--- src/first_fit_heap_allocator_macros.svh ---
// Assertion macros used by the heap allocator engine.
`ifndef FIRST_FIT_HEAP_ALLOCATOR_MACROS_SVH
`define FIRST_FIT_HEAP_ALLOCATOR_MACROS_SVH

// Same-cycle implication, clocked on clk, off during rst.
`define FFHA_ASSERT_NOW(lbl, ante, cons, msg) \
  lbl: assert property (@(posedge clk) disable iff (rst) (ante) |-> (cons)) \
    else $error(msg);

// Next-cycle implication, clocked on clk, off during rst.
`define FFHA_ASSERT_NEXT(lbl, ante, cons, msg) \
  lbl: assert property (@(posedge clk) disable iff (rst) (ante) |=> (cons)) \
    else $error(msg);

`endif

--- src/ffha_pkg.sv ---
// Shared types and codes of the heap allocator.
`timescale 1ns / 1ps
package ffha_pkg;

  localparam logic [1:0] OP_ALLOC   = 2'd0;
  localparam logic [1:0] OP_FREE    = 2'd1;
  localparam logic [1:0] OP_REALLOC = 2'd2;

  localparam logic [1:0] ST_DONE    = 2'd0;
  localparam logic [1:0] ST_NOFIT   = 2'd1;
  localparam logic [1:0] ST_IGNORED = 2'd2;

  localparam logic REG_HEAP_BASE  = 1'b0;
  localparam logic REG_HEAP_BYTES = 1'b1;

  localparam int GRAIN_BYTES = 8;
  localparam int MIN_GRANS   = 2;

  typedef struct packed {
    logic [1:0]  operation;
    logic [31:0] request_size;
    logic [31:0] address;
  } req_t;

  typedef struct packed {
    logic [31:0] address_out;
    logic [12:0] copy_bytes;
    logic [1:0]  status;
  } rsp_t;

endpackage

--- src/ffha_geom.sv ---
// Heap configuration registers and heap geometry rebuild.
`timescale 1ns / 1ps
module ffha_geom #(
  parameter int HEAP_GRANULES = 1024
) (
  input  logic                                 clk,
  input  logic                                 rst,
  input  logic                                 cfg_we,
  input  logic                                 cfg_idx,
  input  logic [31:0]                          cfg_wdata,
  output logic [31:0]                          abase,
  output logic [$clog2(HEAP_GRANULES+1)-1:0]   ngran,
  output logic                                 heap_ready,
  output logic                                 busy,
  output logic                                 init_we,
  output logic [2*$clog2(HEAP_GRANULES+1):0]   init_wdata
);
  import ffha_pkg::*;

  localparam int SW = $clog2(HEAP_GRANULES + 1);
  localparam int MAXB = HEAP_GRANULES * GRAIN_BYTES;
  localparam logic [20:0] MAXB_W = MAXB[20:0];

  logic [31:0] heap_base;
  logic [13:0] heap_bytes;
  logic        pend;

  logic [32:0] abase_w;
  logic [2:0]  slack;
  logic [20:0] bytes_c;
  logic [20:0] bytes_a;
  logic [32:0] tail;
  logic [20:0] bytes_f;
  logic [SW-1:0] ngran_w;

  always_comb begin
    abase_w = ({1'b0, heap_base} + 33'd7) & ~33'd7;
    slack   = 3'd0 - heap_base[2:0];
    bytes_c = ({7'd0, heap_bytes} > MAXB_W) ? MAXB_W : {7'd0, heap_bytes};
    bytes_a = (bytes_c > {18'd0, slack}) ?
              ((bytes_c - {18'd0, slack}) & ~21'd7) : 21'd0;
    tail    = 33'h1_0000_0000 - abase_w;
    if (abase_w[32]) begin
      bytes_f = 21'd0;
    end else if ({12'd0, bytes_a} > tail) begin
      bytes_f = tail[20:0];
    end else begin
      bytes_f = bytes_a;
    end
    ngran_w = bytes_f[SW+2:3];
  end

  always_ff @(posedge clk) begin
    if (rst) begin
      heap_base  <= 32'd0;
      heap_bytes <= 14'd0;
      pend       <= 1'b0;
      abase      <= 32'd0;
      ngran      <= '0;
      heap_ready <= 1'b0;
    end else begin
      if (cfg_we) begin
        if (cfg_idx == REG_HEAP_BASE) begin
          heap_base <= cfg_wdata;
        end else begin
          heap_bytes <= cfg_wdata[13:0];
        end
        pend <= 1'b1;
      end else if (pend) begin
        pend       <= 1'b0;
        abase      <= abase_w[31:0];
        ngran      <= ngran_w;
        heap_ready <= (heap_bytes != 14'd0);
      end
    end
  end

  // one free block spanning the whole heap
  assign init_we    = pend && !cfg_we && (heap_bytes != 14'd0) && (ngran_w != '0);
  assign init_wdata = {ngran_w, 1'b0, {SW{1'b0}}};
  assign busy       = pend;
endmodule

--- config.mk ---
export PLATFORM = sky130hd
export DESIGN_NAME = ffha_geom
export DESIGN_NICKNAME = d
export VERILOG_FILES = /design/src/first_fit_heap_allocator_macros.svh /design/src/ffha_pkg.sv /design/src/ffha_geom.sv
export SDC_FILE = /design/constraint.sdc
export NUM_CORES = 1
export LEC_CHECK = 0
export ABC_CLOCK_PERIOD_IN_PS = 7200
export BUFFER_PORTS_ARGS = -buffer_cell sky130_fd_sc_hd__buf_2
export CAP_MARGIN = 15
export CELL_PAD_IN_SITES_DETAIL_PLACEMENT = 0
export CELL_PAD_IN_SITES_GLOBAL_PLACEMENT = 1
export CORE_UTILIZATION = 41
export CTS_BUF_LIST = sky130_fd_sc_hd__clkbuf_16
export DETAILED_ROUTE_END_ITERATION = 6
export PLACE_DENSITY_LB_ADDON = 0.1
export SLEW_MARGIN = 5
export SYNTH_ARGS = -nofsm -noshare
export SYNTH_HDL_FRONTEND = slang
export SYNTH_SLANG_ARGS = --single-unit
export TNS_END_PERCENT = 1
--- constraint.sdc ---
create_clock -name clk -period 7.2 [get_ports clk]
set_clock_uncertainty 0.1 [all_clocks]
set_input_delay 0.36 -clock clk [delete_from_list [all_inputs] [get_ports clk]]
set_output_delay 0.36 -clock clk [all_outputs]
set_load 0.02 [all_outputs]
==> out/metrics.csv <==
metric,value,unit
seqPwrFrac,40.0,%
worstReg2RegEnd,ngran[0],
syn2layout_area_growth,13.0,%
r2r_slack,1.61,ns
max_freq,160,MHz
clockBufferDepth,2,
drtIter0Drc,299,
finalSetupTns,0,ns
cp-end-kind,output pin,
worstReg2RegStart,heap_bytes[5],
crit_path_max_fanout,13,
cts-htree-levels,3,
avgViaCountPerCell,5.25,
final-setup-viol-count,0,
intPower,0.880,mW
dr.pass1.iters,4,
cts_buffers,9,
synthCells,754,
hold_ws,0.152,ns
grt_pass1_wl,25300,um
mostFrequentLayoutCell,nand2_1,
cts_tree,done,
synth-simple-area-share,27.2,%
fin_area,6450,um2
ant_nets,0,
synthArstFlopShare,0,%
peakVddDrop,0.000131,V
synth_warnings,0,
synth_compound_area_share,18.2,%
synth.avg_cell_area,7.58,um2
grt_pass1_vias,4781,
path_class,reg -> out,
max_slew_margin,40.0,%
synth-seq-cells,88,
pwr-share-comb,28.2,%
clk_latency,0.35,ns
utilization,48.2,%
cp_data_required_time,6.74,ns
clk_pin_slew_worst_paths,0.07,ns
fin_ws,0.931,ns
finalHoldViolations,0,
cp.arrival,5.81,ns
synth_top_family_by_area,simple AND/OR/NAND/NOR gates,
critPathLaunchType,flop,
status,"complete, no violations",
core,13400,um2
finalMaxSlewViolations,0,
placed_cells,978,
cts_root_buf,clkbuf_16,
synth_mux_area_share,2.94,%
drive_above_1_share,15.8,%
pwr-share-clk,31.8,%
cap_violations,0,
globalplace.congestion,0.838,
final_cell_mix,"127 x nand2_1, 89 x buf_2, 88 x dfxtp_1",
period_share,87.1,%
wl_per_cell,15.6,um
synth_flop_cell,dfxtp_1,
via_count,5217,
leakage,2.54,nW
synth_edf_count,0,
cp-endpoint,init_we,
startpoint,heap_bytes[5],
synthAdderAreaFrac,5.04,%
die_height,120,um
holdCritPathClass,in -> reg,
n_antenna_cell,0,
ys_seq_area_share,30.8,%
postCtsHoldBufs,0,
remaining_drc_errors,0,
cts_sinks,88,
synth_xor_area_share,8.59,%
stdcell_count,994,
grt_setup_unrepaired,false,
antenna_found_initial,0,
power.density,208,nW/um2
ys_types,64,
routed_wl,15500,um
hpwl,12100,um
cts_resized,0,
grt.total_usage,22.4,%
switchingPower,0.460,mW
fin_crit,6.27,ns
postCtsSetupRepairBufs,0,
grt-ovfl-total,0,
tightest_slew,0.901,ns
die_w,120,um
syn_area,5710,um2
nets,873,
io_pins,105,
r2r_cells,18,
grt_max_degree,90,
dpl-instance-area,6170,um2
design.die.area,14400,um2
switching_share,34.3,%
power,1.34,mW
start_util,42.6,%
port-buffer-count,89,
pre_cts_ws,1.33,ns
num_rows,42,
[cells in the mapped netlist (all sizes together), types with 2 or more instances]
| cell | instances | share of area [%] |
|---|---|---|
| nand2 | 127 | 8.3 |
| dfxtp | 88 | 31 |
| nor2 | 72 | 4.7 |
| a21oi | 59 | 5.2 |
| clkbuf | 41 | 2.7 |
| xnor2 | 31 | 4.8 |
| a211oi | 30 | 4.0 |
| inv | 25 | 1.6 |
| xor2 | 25 | 3.8 |
| buf | 24 | 2.8 |
| nor3 | 24 | 2.5 |
| ha | 23 | 5.0 |
| o21ai | 18 | 1.6 |
| nand3 | 17 | 1.6 |
| nand4 | 15 | 1.8 |
| nand2b | 14 | 1.5 |
| o32ai | 14 | 2.3 |
| mux2i | 13 | 2.3 |
| nor2b | 12 | 1.3 |
| or3 | 10 | 1.1 |
| nor4 | 8 | 0.88 |
| a21o | 6 | 0.79 |
| and3 | 5 | 0.55 |
| or2 | 5 | 0.55 |
| and2 | 4 | 0.44 |
| and4 | 4 | 0.61 |
| o211ai | 4 | 0.53 |
| and4b | 3 | 0.53 |
| mux2 | 3 | 0.66 |
| o31ai | 3 | 0.39 |
| or4 | 3 | 0.39 |
| a2111oi | 2 | 0.64 |
| a31o | 2 | 0.31 |
| nor4b | 2 | 0.31 |
| o22ai | 2 | 0.22 |
| o2bb2ai | 2 | 0.31 |
[critical path, stage by stage, from the launching register on]
cell       delay, ns
dfxtp_1         0.35
or3_1           0.46
or4_1           0.50
or3_1           0.35
or3_1           0.35
a211oi_1        0.56
a21oi_1         0.19
ha_1            0.36
a21o_1          0.19
a21o_1          0.17
a2111oi_0       0.41
o21bai_1        0.13
a221oi_1        0.24
o21ai_0         0.11
o211ai_1        0.14
a2111oi_4       0.09
buf_4           0.21
and3_1          0.16
nor4_1          0.27
buf_2           0.21
[flip-flops by register name (all words and copies together), names as in the netlist]
register    flops
ngran          11
heap_ready      1
heap_base      32
abase          29
busy            1
heap_bytes     14
[logic make-up after synthesis]
family	after synthesis
xor gates and xnor gates	56
adders and majority gates	23
buffers and inverters	90
muxes	16
other	1
DFF	88
and+or+nand+nor	326
AOI/OAI and AO/OA	154
[power by group through the flow]
stage / logic (mW) / registers, mW / clock network, mW
2_1_floorplan: 0.275 / 0.547 / 0
3_3_place_gp: 0.378 / 0.545 / 0
3_5_place_dp: 0.376 / 0.547 / 0
4_1_cts: 0.377 / 0.536 / 0.434
5_1_grt: 0.426 / 0.540 / 0.457
6_report: 0.378 / 0.536 / 0.426
[metal layers]
metal / vias to the layer above / track usage [%] / part of all wire [%]
met2: 125 / 32.3 / 41
met3: 18 / 2.90 / 3.7
met4: 0 / 6.95 / 1.4
met1: 2365 / 33.9 / 54
li1: 2709 / - / -
met5: - / 0 / 0
[area by class of cell]
| type | instances | area [um2] |
|---|---|---|
| fill | 1393 | 6950 |
| multi-input combinational | 597 | 3630 |
| sequential | 88 | 1760 |
| timing repair buffer | 93 | 483 |
| clock buffer | 9 | 225 |
| tap | 176 | 220 |
| inverter | 25 | 93.8 |
| clock inverter | 6 | 35.0 |
[worst min path at each step]
stage | start | to | depth (start not counted)
after global placement | heap_bytes[1] | heap_bytes[1] | 2
after CTS | cfg_wdata[18] | heap_base[18] | 3
after global routing | cfg_wdata[28] | heap_base[28] | 3
final | cfg_wdata[18] | heap_base[18] | 3
after floorplan | heap_bytes[2] | heap_bytes[2] | 2
after detailed placement | heap_bytes[2] | heap_bytes[2] | 2
Note: power is estimated with default switching activity, not from simulation.
